<file path="src/hdl/iplpc_pkg.sv">
package iplpc_pkg;

    typedef struct packed {
        logic [7:0] char_code;
        logic       is_last;
    } t_in_beat;

    typedef struct packed {
        logic [1:0]  literal_kind;
        logic        is_private;
        logic [63:0] address_high;
        logic [63:0] address_low;
    } t_out_beat;

    localparam logic [1:0] KIND_NONE = 2'd0;
    localparam logic [1:0] KIND_V4   = 2'd1;
    localparam logic [1:0] KIND_V6   = 2'd2;

    // Character classes produced by the front end.
    localparam logic [2:0] CC_HEX    = 3'd0;
    localparam logic [2:0] CC_COLON  = 3'd1;
    localparam logic [2:0] CC_DOT    = 3'd2;
    localparam logic [2:0] CC_OTHER  = 3'd3;
    localparam logic [2:0] CC_OPEN   = 3'd4;
    localparam logic [2:0] CC_CLOSE  = 3'd5;

    typedef struct packed {
        logic [2:0] cls;
        logic       is_dec;
        logic [3:0] digit;
        logic       is_last;
        logic       is_first;
    } t_cls_beat;

endpackage

</file>
<file path="src/hdl/iplpc_queue.sv">
module iplpc_queue
    import iplpc_pkg::*;
(
    input  logic      i_clk,
    input  logic      i_rst_n,
    input  logic      i_valid,
    input  t_cls_beat i_data,
    output logic      o_stall,
    output logic      o_valid,
    output t_cls_beat o_data,
    input  logic      i_stall
);
    t_cls_beat r_mem [2];
    logic      r_wp, r_rp;
    logic [1:0] r_cnt;
    logic      push, pop;

    assign o_stall = (r_cnt == 2'd2);
    assign o_valid = (r_cnt != 2'd0);
    assign o_data  = r_mem[r_rp];
    assign push    = i_valid && !o_stall;
    assign pop     = o_valid && !i_stall;

    always_ff @(posedge i_clk) begin
        if (!i_rst_n) begin
            r_wp <= 1'b0; r_rp <= 1'b0; r_cnt <= 2'd0;
        end else begin
            if (push) r_wp <= !r_wp;
            if (pop) r_rp <= !r_rp;
            r_cnt <= 2'(r_cnt + {1'b0, push} - {1'b0, pop});
        end
        if (push) r_mem[r_wp] <= i_data;
    end

`ifndef NO_ASSERTIONS
    a_no_overflow: assert property (@(posedge i_clk) disable iff (!i_rst_n)
        r_cnt == 2'd2 |=> r_cnt != 2'd0 || !$past(push))
        else $error("queue count jumped");
    a_cnt_range: assert property (@(posedge i_clk) disable iff (!i_rst_n)
        r_cnt != 2'd3) else $error("queue overfull");
    a_ptr_cnt: assert property (@(posedge i_clk) disable iff (!i_rst_n)
        (r_cnt == 2'd0 || r_cnt == 2'd2) |-> r_wp == r_rp)
        else $error("queue pointers disagree with count");
`endif
endmodule

</file>
<file path="config.mk">
export PLATFORM = sky130hd
export DESIGN_NAME = iplpc_queue
export DESIGN_NICKNAME = d
export VERILOG_FILES = /design/src/hdl/iplpc_pkg.sv /design/src/hdl/iplpc_queue.sv
export SDC_FILE = /design/constraint.sdc
export NUM_CORES = 1
export LEC_CHECK = 0
export CAP_MARGIN = 10
export CELL_PAD_IN_SITES_DETAIL_PLACEMENT = 1
export CELL_PAD_IN_SITES_GLOBAL_PLACEMENT = 1
export CORE_ASPECT_RATIO = 1.75
export CORE_MARGIN = 5
export CORE_UTILIZATION = 23
export DETAILED_ROUTE_END_ITERATION = 8
export DONT_BUFFER_PORTS = 1
export GPL_TIMING_DRIVEN = 0
export PLACE_DENSITY = 0.46
export REMOVE_ABC_BUFFERS = 1
export SYNTH_ARGS = -nofsm -noshare
export SYNTH_HDL_FRONTEND = slang
export SYNTH_SLANG_ARGS = --single-unit
</file>
<file path="constraint.sdc">
create_clock -name i_clk -period 2.1 [get_ports i_clk]
set_clock_uncertainty 0.05 [all_clocks]
set_input_delay 0.63 -clock i_clk [delete_from_list [all_inputs] [get_ports i_clk]]
set_output_delay 0.63 -clock i_clk [all_outputs]
set_load 0.01 [all_outputs]
</file>
==> flow_metrics.py <==
metrics = {
    "status": {
        "status": "finished clean",
    },
    "logic_synthesis": {
        "synth_area_per_cell_sq_um": 17.1,
        "yosys_warnings": 0,
        "synthCells": 57,
        "ys_seq_area_share_pct": 72.0,
        "synth_top_area_cell": "edfxtp_1",
        "ys_seq_elements": 25,
        "synthDistinctLibCells": 17,
        "netlist_area_sq_um": 973,
        "synth.top_cells.by_area": "edfxtp_1 62%, mux2_2 12%, dfxtp_1 10%",
        "synth_top_area_share_pct": 61.7,
    },
    "placement": {
        "dp_hpwl_microns": 1190,
        "place.gp.congestion": 0.582,
        "post-place-cells": 105,
        "port-buffer-count": 0,
    },
    "routing": {
        "vias": 450,
        "routed_wirelength_microns": 1610,
        "routedWlPerCell_microns": 14.8,
        "ant_nets": 0,
        "vias_per_cell": 4.13,
        "drtIter0Drc": 8,
        "drc": 0,
        "drt-pass1-iter-count": 3,
    },
    "clocking": {
        "clockBufferDepth": 2,
        "cts-root-buf": "clkbuf_8",
        "cts_max_level": 1,
        "post-cts-setup-buffer-count": 0,
        "clock_sinks": 25,
        "cts_hold_buf": 0,
        "cts-resized-gates": 0,
        "clock_latency_ns": 0.26,
        "cts_inserted_buffers": 3,
        "tritoncts": "done",
        "clkTransAtPathRegs_ns": 0.08,
    },
    "cells_and_area": {
        "layout.cells.non_filler": 109,
        "n_antenna_cell": 0,
        "area_delta_synth_final_pct": 10.5,
        "seqCellArea_sq_um": 701,
        "final_layout_size_suffix_gt1_share_pct": 26.7,
        "multi_input_area_sq_um": 260,
        "fillers": 459,
        "nNetsFinal": 77,
    },
    "grt": {
        "grt-ovfl-total": 0,
        "grt_pass1_wl_microns": 2440,
        "grt_max_degree": 15,
        "antenna_found_initial": 0,
        "grt_pass1_vias": 502,
        "track_usage_pct": 6.16,
    },
    "power": {
        "powerDensity_mw_per_mm2": 1160,
        "leakage_nw": 0.381,
        "peakVddDrop_mv": 0.598,
    },
    "sta": {
        "hold_viol_final": 0,
        "worst_slew_pin_slew_ns": 0.893,
        "fmax_mhz": 500,
        "setup_viol": 0,
        "fin_crit_sh_pct": 95.2,
        "rsz0062_at_grt": "no",
        "holdWs_ns": 0.406,
        "drv_slew": 0,
        "fin_tns_setup_ns": 0,
        "maxSlewHeadroom_pct": 40.2,
        "min_period_ns": 2.00,
    },
    "critical_path": {
        "cp_num_buf_inv": 0,
        "critPathLaunchType": "flop",
        "cpPeakStageDelay_ns": 0.62,
        "cp-end-kind": "primary output",
        "worstPathArrival_ns": 1.32,
        "reg2regPathDepth": 8,
        "criticalPathCategory": "reg2out",
        "path_cells": "mux2_2",
        "cp_data_required_time_ns": 1.42,
        "cp.depth": 1,
        "cp_slowest_cell": "dfxtp_1",
        "crit_path_max_fanout": 10,
        "cp_top_family": "flip-flops",
    },
    "die": {
        "die_w_microns": 59.2,
        "die-area_sq_mm": 0.00568,
        "io_pins": 26,
        "rows": 31,
        "initial_core_util_pct": 23.7,
        "fp.coreArea_sq_mm": 0.00411,
        "die_h_microns": 96.1,
    },
    "min_path": {
        "hold_path_class": "in2reg",
        "hold_depth": 0,
    },
    "run": {
        "maxCapViolCount": 0,
    },
}
## cell families after synthesis
family / share of synthesized area [%]
adders and majority gates: 2.57
buffers and inverters: 1.29
muxes: 14.7
xor gates and xnor gates: 1.80
and+or+nand+nor: 7.71
DFF: 72.0
## worst paths after layout
check / endpoint / startpoint / slack (ns)
worst min-delay path: r_mem[0][7]$_DFFE_PP_ / i_data[7] / 0.41
worst max-delay path: o_data[1] / flop / 0.10
worst max register to register: r_cnt[1]$_SDFF_PN0_ / r_cnt[1]$_SDFF_PN0_ / 0.32
worst min register to register: flop / r_rp$_SDFFE_PN0P_ / 0.44
## final cells by class
cell class	instances	share of cell area, %
inverter	2	0.698
tap	49	5.70
clock inverter	1	0.465
sequential	25	65.1
multi-input combinational	29	24.2
clock buffer	3	3.84
## where the power goes
part	switching (mW)	internal, mW	total [mW]
clock	0.140	0.132	0.272
sequential	0.0500	0.628	0.678
combinational	0.156	0.147	0.303
## registers in the layout, indices dropped and copies added, names as in the netlist, named ones only
signal,count
r_rp,1
r_wp,1
r_cnt,2
r_mem,20
## routing by layer
layer	vias to the layer above	part of all wire [%]	track usage, %
met5	-	0	0
met4	0	1.2	3.40
met3	2	15	3.89
met2	19	53	10.2
met1	219	31	5.61
li1	210	-	-
## stage by stage
step | area [sq um] | power, mW | worst slack, ns | util [%]
after floorplan | 968 | 0.937 | 0.416 | -
after CTS | 1080 | 1.28 | 0.0556 | 26.2
final | 1080 | 1.25 | 0.101 | 26.2
after global placement | 1030 | 0.994 | 0.207 | 25.0
after global routing | 1080 | 1.35 | 0.00757 | 26.2
after detailed placement | 1030 | 1.00 | 0.196 | 25.0
## layout by cell type (no fill, tap or decap), drive strengths merged
master | netlist | layout
edfxtp | 20 | 20
mux2 | 10 | 10
dfxtp | 5 | 5
nand2b | 3 | 3
nand2 | 3 | 3
mux2i | 3 | 3
clkbuf | 0 | 3
inv | 2 | 2
ha | 2 | 2
nor2b | 2 | 2
or2 | 1 | 1
nor2 | 1 | 1
and3 | 1 | 1
and2 | 1 | 1
xor2 | 1 | 1
xnor2 | 1 | 1
clkinv | 0 | 1
## cell usage after synthesis
| library cell | n |
|---|---|
| and2_1 | 1 |
| and3_1 | 1 |
| buf_2 | 1 |
| dfxtp_1 | 5 |
| edfxtp_1 | 20 |
| ha_1 | 2 |
| inv_1 | 2 |
| mux2_2 | 10 |
| mux2i_1 | 3 |
| nand2_1 | 3 |
| nand2b_1 | 3 |
| nor2_1 | 1 |
| nor2b_1 | 1 |
| nor2b_4 | 1 |
| or2_4 | 1 |
| xnor2_1 | 1 |
| xor2_1 | 1 |
Power figures use the tool's default switching activity.
