### src/hdl/iplpc_pkg.sv
package iplpc_pkg;

    typedef struct packed {
        logic [7:0] char_code;
        logic       is_last;
    } t_in_beat;

    typedef struct packed {
        logic [1:0]  literal_kind;
        logic        is_private;
        logic [63:0] address_high;
        logic [63:0] address_low;
    } t_out_beat;

    localparam logic [1:0] KIND_NONE = 2'd0;
    localparam logic [1:0] KIND_V4   = 2'd1;
    localparam logic [1:0] KIND_V6   = 2'd2;

    // Character classes produced by the front end.
    localparam logic [2:0] CC_HEX    = 3'd0;
    localparam logic [2:0] CC_COLON  = 3'd1;
    localparam logic [2:0] CC_DOT    = 3'd2;
    localparam logic [2:0] CC_OTHER  = 3'd3;
    localparam logic [2:0] CC_OPEN   = 3'd4;
    localparam logic [2:0] CC_CLOSE  = 3'd5;

    typedef struct packed {
        logic [2:0] cls;
        logic       is_dec;
        logic [3:0] digit;
        logic       is_last;
        logic       is_first;
    } t_cls_beat;

endpackage

### src/hdl/iplpc_front.sv
module iplpc_front
    import iplpc_pkg::*;
(
    input  logic      i_clk,
    input  logic      i_rst_n,
    input  logic      i_valid,
    input  t_in_beat  i_data,
    output logic      o_stall,
    output logic      o_valid,
    output t_cls_beat o_data,
    input  logic      i_stall
);
    logic      r_valid;
    t_cls_beat r_data;
    logic      r_first;
    t_cls_beat n_data;
    logic      take;
    logic [7:0] c;

    assign o_stall = r_valid && i_stall;
    assign take    = i_valid && !o_stall;
    assign c       = i_data.char_code;

    always_comb begin
        n_data          = '0;
        n_data.is_last  = i_data.is_last;
        n_data.is_first = r_first;
        if (c >= 8'h30 && c <= 8'h39) begin
            n_data.cls = CC_HEX; n_data.is_dec = 1'b1; n_data.digit = 4'(c - 8'h30);
        end else if (c >= 8'h61 && c <= 8'h66) begin
            n_data.cls = CC_HEX; n_data.digit = 4'(c - 8'h57);
        end else if (c >= 8'h41 && c <= 8'h46) begin
            n_data.cls = CC_HEX; n_data.digit = 4'(c - 8'h37);
        end else if (c == 8'h3a) begin
            n_data.cls = CC_COLON;
        end else if (c == 8'h2e) begin
            n_data.cls = CC_DOT;
        end else if (c == 8'h5b) begin
            n_data.cls = CC_OPEN;
        end else if (c == 8'h5d) begin
            n_data.cls = CC_CLOSE;
        end else begin
            n_data.cls = CC_OTHER;
        end
    end

    always_ff @(posedge i_clk) begin
        if (!i_rst_n) begin
            r_valid <= 1'b0;
            r_first <= 1'b1;
        end else begin
            if (take) begin
                r_valid <= 1'b1;
                r_first <= i_data.is_last;
            end else if (!i_stall) begin
                r_valid <= 1'b0;
            end
        end
        if (take) r_data <= n_data;
    end

    assign o_valid = r_valid;
    assign o_data  = r_data;
endmodule

### config.mk
export PLATFORM = sky130hd
export DESIGN_NAME = iplpc_front
export DESIGN_NICKNAME = d
export VERILOG_FILES = /design/src/hdl/iplpc_pkg.sv /design/src/hdl/iplpc_front.sv
export SDC_FILE = /design/constraint.sdc
export NUM_CORES = 1
export LEC_CHECK = 0
export BUFFER_PORTS_ARGS = -buffer_cell sky130_fd_sc_hd__buf_2
export CORE_MARGIN = 1.5
export CORE_UTILIZATION = 46
export CTS_CLUSTER_SIZE = 16
export DETAILED_ROUTE_END_ITERATION = 16
export MAX_ROUTING_LAYER = met4
export PLACE_DENSITY = 0.81
export SYNTH_ARGS = -nofsm -noshare
export SYNTH_HDL_FRONTEND = slang
export SYNTH_SLANG_ARGS = --single-unit
### constraint.sdc
create_clock -name i_clk -period 2.15 [get_ports i_clk]
set_input_delay 0 -clock i_clk [delete_from_list [all_inputs] [get_ports i_clk]]
set_output_delay 0 -clock i_clk [all_outputs]
set_load 0.01 [all_outputs]
==> results of run 1 <==
## worst max path at each step
stage,from,to,slack [ps],cells past startpoint
2_1_floorplan,o_valid$_SDFFE_PN0P_,r_first$_SDFFE_PN1P_,480,3
3_3_place_gp,i_data[4],o_data[8]$_SDFFCE_PP0P_,740,4
3_5_place_dp,i_data[2],o_data[7]$_SDFFCE_PP0P_,680,6
4_1_cts,i_valid,r_first$_SDFFE_PN1P_,470,7
5_1_grt,i_valid,r_first$_SDFFE_PN1P_,390,7
6_report,i_valid,r_first$_SDFFE_PN1P_,410,7
## per-layer routing
layer  share of wire [%]  vias to the layer above  wire length [um]  global-route usage (%)
met4                   0                        0                 0                    10.8
met2                  52                       22               635                    29.4
met1                  42                      246               514                    20.6
met3                 6.2                        0                76                    1.67
li1                    -                      257                 -                       -
met5                   0                        -                 0                       -
## power by group through the flow
stage                     combinational (mW)  sequential, mW  clock, mW
after floorplan                       0.0313           0.282          0
after global placement                0.0717           0.274          0
after detailed placement              0.0732           0.275          0
after CTS                             0.0796           0.270      0.143
after global routing                  0.0886           0.271      0.156
final                                 0.0805           0.270      0.140
## sequential cells by signal, summed over array words and instances, names as in the netlist
register,flops
r_first,1
o_data,10
o_valid,1
## cell usage in the layout, fill, tap and decap left out
cell type,n
buf_2,24
edfxtp_1,10
ha_1,5
dlygate4sd3_1,4
inv_1,3
nor3_1,3
a21o_1,3
clkbuf_4,3
nor3b_1,2
nand2_1,2
mux2i_1,2
nor4_1,2
dfxtp_1,2
a21boi_0,1
o21bai_1,1
or3b_1,1
a211oi_2,1
and2_1,1
or4b_4,1
a311oi_2,1
a22o_1,1
o21ai_0,1
o22a_1,1
o21a_1,1
nand4b_1,1
nor4b_1,1
a2111oi_0,1
clkbuf_1,1
buf_4,1
## metrics by stage
step | power (mW) | worst slack (ps)
3_5_place_dp | 0.348 | 680
4_1_cts | 0.492 | 468
3_3_place_gp | 0.346 | 738
5_1_grt | 0.515 | 391
2_1_floorplan | 0.314 | 481
6_report | 0.490 | 412
## layout make-up
class	count	area (sq um)
repair buffers	29	168
clock buffers	4	26.3
flip-flops and latches	12	340
inverters	3	11.3
fillers	112	454
well taps	15	18.8
multi-input cells	33	283
## cells by family after synthesis
family | synth area share, %
AOI/OAI and AO/OA | 16.2
adders and majority gates | 9.78
buffers and inverters | 2.54
DFF | 53.2
muxes | 3.13
and+or+nand+nor | 15.1
==> run_results.csv, run 1 <==
group,metric,value,unit
pwr,p_per_area,578,nW/um^2
global_routing,grt_max_degree,12,
die,row_count,13,
worst_setup_path,required,2310,ps
die,start_util,49.1,%
pwr,peakVddDrop,0.283,mV
pwr,pwr-share-clk,28.5,%
global_routing,grt_pass1_wl,1.81,mm
detailed_routing,routed_wl,1.23,mm
finish,drive_gt1_share,38.3,%
timing,slew_headroom,65.9,%
timing,finClkSkew,0.167,ps
placement,gp_congestion,0.808,
clocking,clk_pin_slew,70,ps
logic_synthesis,synth_most_common_cell,"edfxtp_1",
finish,layout.nets,100,
placement,io_buffer_count,24,
pwr,power.leakage,0.378,nW
worst_setup_path,reg2reg_depth,5,
detailed_routing,viasPerCell,5.47,
die,die_x,40.3,um
detailed_routing,route.detailed.drc,0,
clocking,holdBufCountCts,4,
pwr,power_switching_share,23.3,%
logic_synthesis,syn_inst,49,
finish,synthToLayoutAreaGrowth,32.5,%
worst_setup_path,crit_chain,"dlygate4sd3_1 > buf_2 > a21boi_0 > buf_4 > mux2i_1 > nand2_1 > dlygate4sd3_1",
logic_synthesis,synth_area,639,sq um
clocking,cts_root_buffer,"clkbuf_4",
worst_setup_path,crit_path_max_fanout,11,
timing,finalMaxSlewViolations,0,
pwr,combPwrFrac,16.4,%
logic_synthesis,synthTopCellsByCount,"edfxtp_1 (10), ha_1 (5), a21o_1 (3), inv_1 (3), nor3_1 (3)",
worst_setup_path,worst-path-buf-inv,4,
worst_setup_path,r2r_end,"r_first$_SDFFE_PN1P_",
worst_setup_path,reg2reg_slack,470,ps
hold_path,whs_endpoint,"o_data[9]$_SDFFCE_PP0P_",
finish,fin_area,847,sq um
die,die-area,1620,sq um
global_routing,grt_pass1_vias,429,
hold_path,hp-class,"in -> reg",
detailed_routing,drtAntennaViolNets,0,
detailed_routing,vias,525,
logic_synthesis,syn-num-nets,67,
timing,fmax,0.575,GHz
timing,hold_slack,65.4,ps
clocking,tritoncts,"built",
detailed_routing,routedWlPerCell,12.8,um
placement,placed_cell_area,781,sq um
pwr,p_int,0.376,mW
worst_setup_path,crit_path_top_delay_cell,"dlygate4sd3_1",
clocking,cts_buffers,3,
timing,worstMarginPinSlew,511,ps
die,core_area,1300,sq um
global_routing,antenna_found_initial,0,
logic_synthesis,yosys_warnings,0,
worst_setup_path,critPathKind,"in -> reg",
finish,fin_util,65.1,%
timing,setup_tns,0,ps
global_routing,track_usage,17.7,%
worst_setup_path,reg2reg_from,"o_valid$_SDFFE_PN0P_",
logic_synthesis,synth_top_area_share,47.0,%
hold_path,worstHoldPathCells,2,
hold_path,worstHoldStart,"i_data[6]",
logic_synthesis,yosysTopAreaCell,"edfxtp_1",
clocking,post_cts_buffers,0,
worst_setup_path,worstPathArrival,1890,ps
timing,min_period,1740,ps
clocking,cts_buffer_depth,2,
clocking,clock_latency,260,ps
worst_setup_path,startpoint_type,"input pin",
detailed_routing,first_pass_iters,4,
pwr,power_switching,0.114,mW
timing,finalCritPeriodShare,80.9,%
worst_setup_path,critPathMaxStageDelay,550,ps
logic_synthesis,synth-seq-area-share,53.2,%
worst_setup_path,end_kind,"flop",
logic_synthesis,ys_async_sr_fraction,0,%
timing,hold_viol_final,0,
clocking,htree_levels,1,
timing,rsz0062_at_grt,"no",
logic_synthesis,synth_enable_flop_cells,10,
worst_setup_path,crit_top_cell,"dlygate4sd3_1",
logic_synthesis,synth_seq_cells,12,
logic_synthesis,avgSynthCellArea,13.0,sq um
placement,dp.cells,88,
run,maxCapViolCount,0,
clocking,cts_sinks,12,
global_routing,overflow,0,
finish,antenna_cells,0,
logic_synthesis,synth_area_leaders,"edfxtp_1 (47%), ha_1 (9.8%), dfxtp_1 (6.3%)",
finish,final_cells,96,
timing,setup_viol,0,
clocking,cts-resized-gates,0,
logic_synthesis,ys_types,25,
die,die_h,40.3,um
detailed_routing,drtIter0Drc,21,
outcome,status,"complete, no violations",
pwr,p_seq_share,55.1,%
logic_synthesis,synth-main-ff-cell,"edfxtp_1",
die,io_pins,25,
placement,dpl.hpwl,876,um
worst_setup_path,path_delay_family,"buffers and inverters",
No activity file was read; power rests on OpenSTA's default activity.
==> run 2: changes to the inputs <==
ABC_AREA = 1   (was default)
PLACE_DENSITY = 0.8   (was 0.81)
clock period = 1.6 ns   (was 2.15 ns; I/O delays follow)
==> run_results.csv, run 2 <==
group,metric,value,unit
outcome,status,"complete, no violations",
die,die_x,41.5,um
detailed_routing,first_pass_iters,5,
logic_synthesis,synth_seq_cells,12,
worst_setup_path,worstPathArrival,1000,ps
clocking,cts_buffer_depth,2,
timing,hold_viol_final,0,
die,row_count,13,
global_routing,grt_max_degree,12,
logic_synthesis,synth_xor_area_share,0,%
pwr,power_switching,0.167,mW
run,maxCapViolCount,0,
pwr,power_switching_share,23.6,%
global_routing,top_usage_layer,"met2",
global_routing,use_met1,17.7,%
detailed_routing,route.detailed.drc,0,
worst_setup_path,crit_path_max_fanout,11,
worst_setup_path,end_kind,"flop",
finish,final.fill_count,116,
worst_setup_path,worst-path-stages,4,
die,core_area,1330,sq um
clocking,clk_pin_slew,70,ps
logic_synthesis,synth_fa_ha_area_share,9.17,%
die,die_h,41.5,um
global_routing,globalRouteMet3Util,3.04,%
logic_synthesis,synth-simple-area-share,28.3,%
finish,fin_area,885,sq um
logic_synthesis,ys_types,21,
clocking,cts_buffers,3,
hold_path,worstHoldPathCells,3,
worst_setup_path,worst-path-buf-inv,2,
pwr,combPwrFrac,16.0,%
logic_synthesis,synth_most_common_cell,"inv_1",
worst_setup_path,crit_chain,"nand2_1 > inv_1 > nor2_1 > buf_4",
worst_setup_path,startpoint_type,"flop",
timing,finClkSkew,3.62,ps
timing,worstMarginPinSlew,239,ps
logic_synthesis,synth-seq-area-share,49.9,%
worst_setup_path,critPathMaxStageDelay,330,ps
logic_synthesis,yosysTopAreaCell,"edfxtp_1",
global_routing,grt_pass1_wl,2.17,mm
pwr,p_per_area,802,nW/um^2
die,io_pins,25,
timing,rsz0062_at_grt,"no",
detailed_routing,routed_wl,1.31,mm
pwr,p_int,0.542,mW
clocking,cts_sinks,12,
detailed_routing,drtIter0Drc,6,
logic_synthesis,ys_async_sr_fraction,0,%
pwr,peakVddDrop,0.421,mV
pwr,finalPower,0.709,mW
detailed_routing,drtAntennaViolNets,0,
detailed_routing,routedWlPerCell,11.3,um
finish,synthToLayoutAreaGrowth,29.7,%
detailed_routing,viasPerCell,4.85,
placement,gp_congestion,0.805,
logic_synthesis,yosys_warnings,0,
die,start_util,51.1,%
hold_path,hp-class,"in -> reg",
worst_setup_path,reg2reg_from,"o_valid$_SDFFE_PN0P_",
die,die-area,1720,sq um
worst_setup_path,reg2reg_slack,570,ps
worst_setup_path,crit_start,"o_valid$_SDFFE_PN0P_",
pwr,pwr-share-clk,32.9,%
finish,antenna_cells,0,
global_routing,grt_pass1_vias,525,
finish,final_common_cell,"buf_2",
timing,setup_tns,0,ps
timing,setup_viol,0,
logic_synthesis,synth_area,682,sq um
logic_synthesis,syn_inst,70,
finish,drive_gt1_share,38.6,%
finish,layout.nets,120,
logic_synthesis,synth-main-ff-cell,"edfxtp_1",
logic_synthesis,synth_compound_area_share,6.06,%
global_routing,track_usage,17.2,%
placement,placed_cell_area,828,sq um
placement,dpl.hpwl,1.07,mm
worst_setup_path,reg2reg_depth,4,
logic_synthesis,synth_area_leaders,"edfxtp_1 (44%), ha_1 (9.2%), inv_1 (6.1%)",
timing,finalMaxSlewViolations,0,
logic_synthesis,avgSynthCellArea,9.74,sq um
finish,largest_reg_flops,10,
timing,fmax,0.974,GHz
timing,slew_headroom,83.9,%
clocking,tritoncts,"built",
logic_synthesis,syn-num-nets,88,
worst_setup_path,path_delay_family,"flip-flops",
logic_synthesis,synth_enable_flop_cells,10,
worst_setup_path,crit_path_top_delay_cell,"dfxtp_1",
clocking,cts_root_buffer,"clkbuf_4",
global_routing,antenna_found_initial,0,
worst_setup_path,critPathKind,"reg -> reg",
hold_path,worstHoldStart,"i_stall",
timing,finalCritPeriodShare,64.2,%
pwr,p_seq_share,51.1,%
global_routing,overflow,0,
logic_synthesis,synth_top_family_by_area,"simple AND/OR/NAND/NOR gates",
logic_synthesis,synthMuxAreaShare,0,%
logic_synthesis,synthTopCellsByCount,"inv_1 (11), edfxtp_1 (10), nand2_1 (10)",
worst_setup_path,required,1580,ps
timing,min_period,1030,ps
hold_path,whs_endpoint,"o_valid$_SDFFE_PN0P_",
logic_synthesis,synth_top_area_share,44.0,%
pwr,power.leakage,0.429,nW
finish,final_cell_mix,"buf_2 (24), inv_1 (11), nand2_1 (10), edfxtp_1 (10), nand3_1 (7)",
placement,io_buffer_count,24,
worst_setup_path,r2r_end,"o_data[5]$_DFFE_PP_",
detailed_routing,vias,563,
clocking,clock_latency,270,ps
clocking,htree_levels,1,
global_routing,use_met2,29.7,%
## run 2: logic make-up after synthesis
kind of cell / Yosys count
AOI/OAI and AO/OA: 7
adders and majority gates: 5
buffers and inverters: 12
DFF: 12
and+or+nand+nor: 34
## run 2: worst register-to-register path: stages (launching register included)
cell and delay, ps:
dfxtp_1 330, nand2_1 70, inv_1 60, nor2_1 80, buf_4 190
## run 2: worst max path at each step
stage / endpoint / slack [ps]
floorplan: o_data[0]$_DFFE_PP_ / 260
global route: o_data[5]$_DFFE_PP_ / 530
CTS: o_data[2]$_DFFE_PP_ / 580
finish: o_data[5]$_DFFE_PP_ / 570
detailed placement: o_data[4]$_DFFE_PP_ / 360
global placement: o_data[4]$_DFFE_PP_ / 410
## run 2: final cells by class
cell class | instances | area [sq um] | area share [%]
Tap cell | 15 | 18.8 | 2.12
Sequential cell | 12 | 340 | 38.5
Clock buffer | 4 | 36.3 | 4.10
Inverter | 12 | 45.0 | 5.09
Timing Repair Buffer | 27 | 148 | 16.7
Multi-Input combinational cell | 46 | 297 | 33.5
## run 2: through the flow
step / setup WS [ps] / hold slack, ps / utilization (%) / instances
after floorplan: 260 / 84.7 / - / 70
after global placement: 407 / 194 / 62.1 / 110
after detailed placement: 359 / 203 / 62.1 / 110
after CTS: 583 / 8.39 / 66.3 / 116
after global routing: 529 / 23.1 / 66.3 / 116
final: 573 / 8.95 / 66.3 / 116
## run 2: what timing repair did
item / CTS / global route
hold buffers: 2 / 0
buffers inserted: 0 / 0
hold endpoints to repair: 3 / 0
resized for setup: 0 / 0
## run 2: per-layer routing
layer | vias up | part of all wire [%]
li1 | 291 | -
met1 | 246 | 40
met2 | 20 | 51
met3 | 6 | 5.4
met4 | 0 | 3.6
met5 | - | 0
## run 2: power groups by stage
| stage | combinational, mW | sequential, mW | clock [mW] |
|---|---|---|---|
| after floorplan | 0.0502 | 0.379 | 0 |
| after global placement | 0.104 | 0.368 | 0 |
| after detailed placement | 0.110 | 0.369 | 0 |
| after CTS | 0.114 | 0.362 | 0.237 |
| after global routing | 0.126 | 0.364 | 0.248 |
| final | 0.113 | 0.362 | 0.233 |
==> run 3: changes to the inputs <==
CORE_UTILIZATION = 42   (was 46)
PLACE_DENSITY = 0.77   (was 0.8)
clock period = 0.9 ns   (was 1.6 ns; I/O delays follow)
==> run_results.csv, run 3 (synthesized netlist as in run 2, its figures left out) <==
group,metric,value,unit
outcome,status,"finished with violations",
outcome,violations,"setup timing",
pwr,p_per_area,1220,nW/um^2
detailed_routing,drtAntennaViolNets,0,
die,start_util,45.3,%
worst_setup_path,critPathKind,"reg -> reg",
timing,setup_viol,10,
worst_setup_path,critPathMaxStageDelay,320,ps
timing,finClkSkew,2.67,ps
die,die-area,1870,sq um
placement,dpl.hpwl,1.05,mm
die,row_count,14,
clocking,cts_buffers,3,
clocking,cts_sinks,12,
hold_path,worstHoldPathCells,3,
worst_setup_path,worstPathArrival,960,ps
worst_setup_path,worst-path-buf-inv,2,
clocking,cts_buffer_depth,2,
timing,rsz0062_at_grt,"yes",
detailed_routing,first_pass_iters,4,
worst_setup_path,startpoint_type,"flop",
worst_setup_path,path_delay_family,"flip-flops",
clocking,cts_root_buffer,"clkbuf_4",
timing,finalCritPeriodShare,107,%
pwr,power.leakage,0.476,nW
clocking,clk_pin_slew,70,ps
placement,gp_congestion,0.829,
timing,hold_viol_final,0,
finish,layout.nets,130,
detailed_routing,route.detailed.drc,0,
worst_setup_path,crit_path_top_delay_cell,"dfxtp_2",
hold_path,whs_endpoint,"o_valid$_SDFFE_PN0P_",
die,die_x,43.3,um
timing,fmax,1.04,GHz
global_routing,grt_pass1_wl,2.24,mm
finish,drive_gt1_share,53.2,%
finish,final_cell_mix,"buf_2 (24), edfxtp_1 (10), buf_4 (10), nand2_1 (9), inv_1 (8)",
timing,worstMarginPinSlew,244,ps
global_routing,overflow,0,
finish,antenna_cells,0,
clocking,clock_latency,270,ps
worst_setup_path,reg2reg_slack,-70,ps
worst_setup_path,required,890,ps
worst_setup_path,crit_path_max_fanout,9,
global_routing,grt_pass1_vias,580,
run,maxCapViolCount,0,
detailed_routing,routedWlPerCell,10.3,um
detailed_routing,drtIter0Drc,3,
timing,finalMaxSlewViolations,0,
detailed_routing,vias,618,
global_routing,antenna_found_initial,0,
clocking,tritoncts,"built",
pwr,peakVddDrop,0.632,mV
timing,min_period,966,ps
worst_setup_path,r2r_end,"o_data[0]$_DFFE_PP_",
worst_setup_path,reg2reg_depth,4,
die,io_pins,25,
worst_setup_path,reg2reg_from,"o_valid$_SDFFE_PN0P_",
die,core_area,1510,sq um
timing,fin_ws,-65.8,ps
finish,final_common_cell,"buf_2",
clocking,htree_levels,1,
placement,dp.cells,119,
placement,io_buffer_count,24,
global_routing,track_usage,17.2,%
placement,dp_slack,-224,ps
detailed_routing,routed_wl,1.31,mm
detailed_routing,viasPerCell,4.87,
timing,slew_headroom,83.6,%
hold_path,worstHoldStart,"i_stall",
finish,fin_util,67.8,%
die,die_h,43.3,um
timing,hold_slack,15.5,ps
finish,final_cells,127,
finish,synthToLayoutAreaGrowth,49.7,%
pwr,finalPower,1.25,mW
hold_path,hp-class,"in -> reg",
finish,largest_reg_flops,10,
worst_setup_path,end_kind,"flop",
worst_setup_path,crit_chain,"nand2_2 > inv_2 > nor2_4 > buf_12",
global_routing,grt_max_degree,10,
[run 3: changes by cell type in the layout (fill, tap and decap cells not counted), moves of 2 or more]
cell,change
ha_4,+2
ha_1,-2
buf_4,+9
inv_1,-3
[run 3: routing by layer]
metal  vias to the layer above  share of wire (%)  track usage (%)  wire [um]
met4                         0                3.0             10.9         39
li1                        319                  -                -          -
met3                         6                4.4             5.11         57
met2                        20                 54             31.0        706
met1                       273                 39             15.3        504
met5                         -                  0                -          0
[run 3: worst max-delay path by stage]
| stage | cells after the start | end | startpoint |
|---|---|---|---|
| after global placement | 8 | o_data[4]$_DFFE_PP_ | i_data[2] |
| after floorplan | 3 | o_data[0]$_DFFE_PP_ | o_valid$_SDFFE_PN0P_ |
| after CTS | 4 | o_data[0]$_DFFE_PP_ | o_valid$_SDFFE_PN0P_ |
| after global routing | 4 | o_data[1]$_DFFE_PP_ | o_valid$_SDFFE_PN0P_ |
| final | 4 | o_data[0]$_DFFE_PP_ | o_valid$_SDFFE_PN0P_ |
| after detailed placement | 8 | o_data[5]$_DFFE_PP_ | i_data[1] |
[run 3: what timing repair did]
item                                    in CTS  in global routing
endpoints found under the setup margin      11                 14
hold endpoints to repair                     2                  0
gates cloned                                 0                  0
pin swaps                                    1                  0
resized for setup                            0                  1
hold buffers                                 2                  0
setup buffers                                2                  0
[run 3: where the power goes]
group	total, mW	internal (mW)	switching [mW]
Clock	0.338	0.172	0.166
Sequential	0.646	0.637	0.00824
Combinational	0.262	0.123	0.139
Total	1.25	0.932	0.314
[run 3: cell type report]
| class | count | area [sq um] |
|---|---|---|
| Sequential cell | 12 | 342 |
| Fill cell | 120 | 485 |
| Clock buffer | 4 | 26.3 |
| Timing Repair Buffer | 37 | 235 |
| Multi-Input combinational cell | 46 | 345 |
| Inverter | 12 | 52.6 |
| Tap cell | 16 | 20.0 |
[run 3: per-stage QoR]
stage          TNS (ps)  cell area [sq um]
2_1_floorplan     -1040                734
3_3_place_gp      -2190                942
3_5_place_dp      -2730                942
4_1_cts            -556               1020
5_1_grt           -1080               1020
6_report           -627               1020
[run 3: worst reg2reg max path: cells and delay by family, from the launching register on]
| family | cells | cell delay, ps |
|---|---|---|
| AND/OR/NAND/NOR | 2 | 180 |
| buffers and inverters | 2 | 180 |
| flip-flops | 1 | 320 |
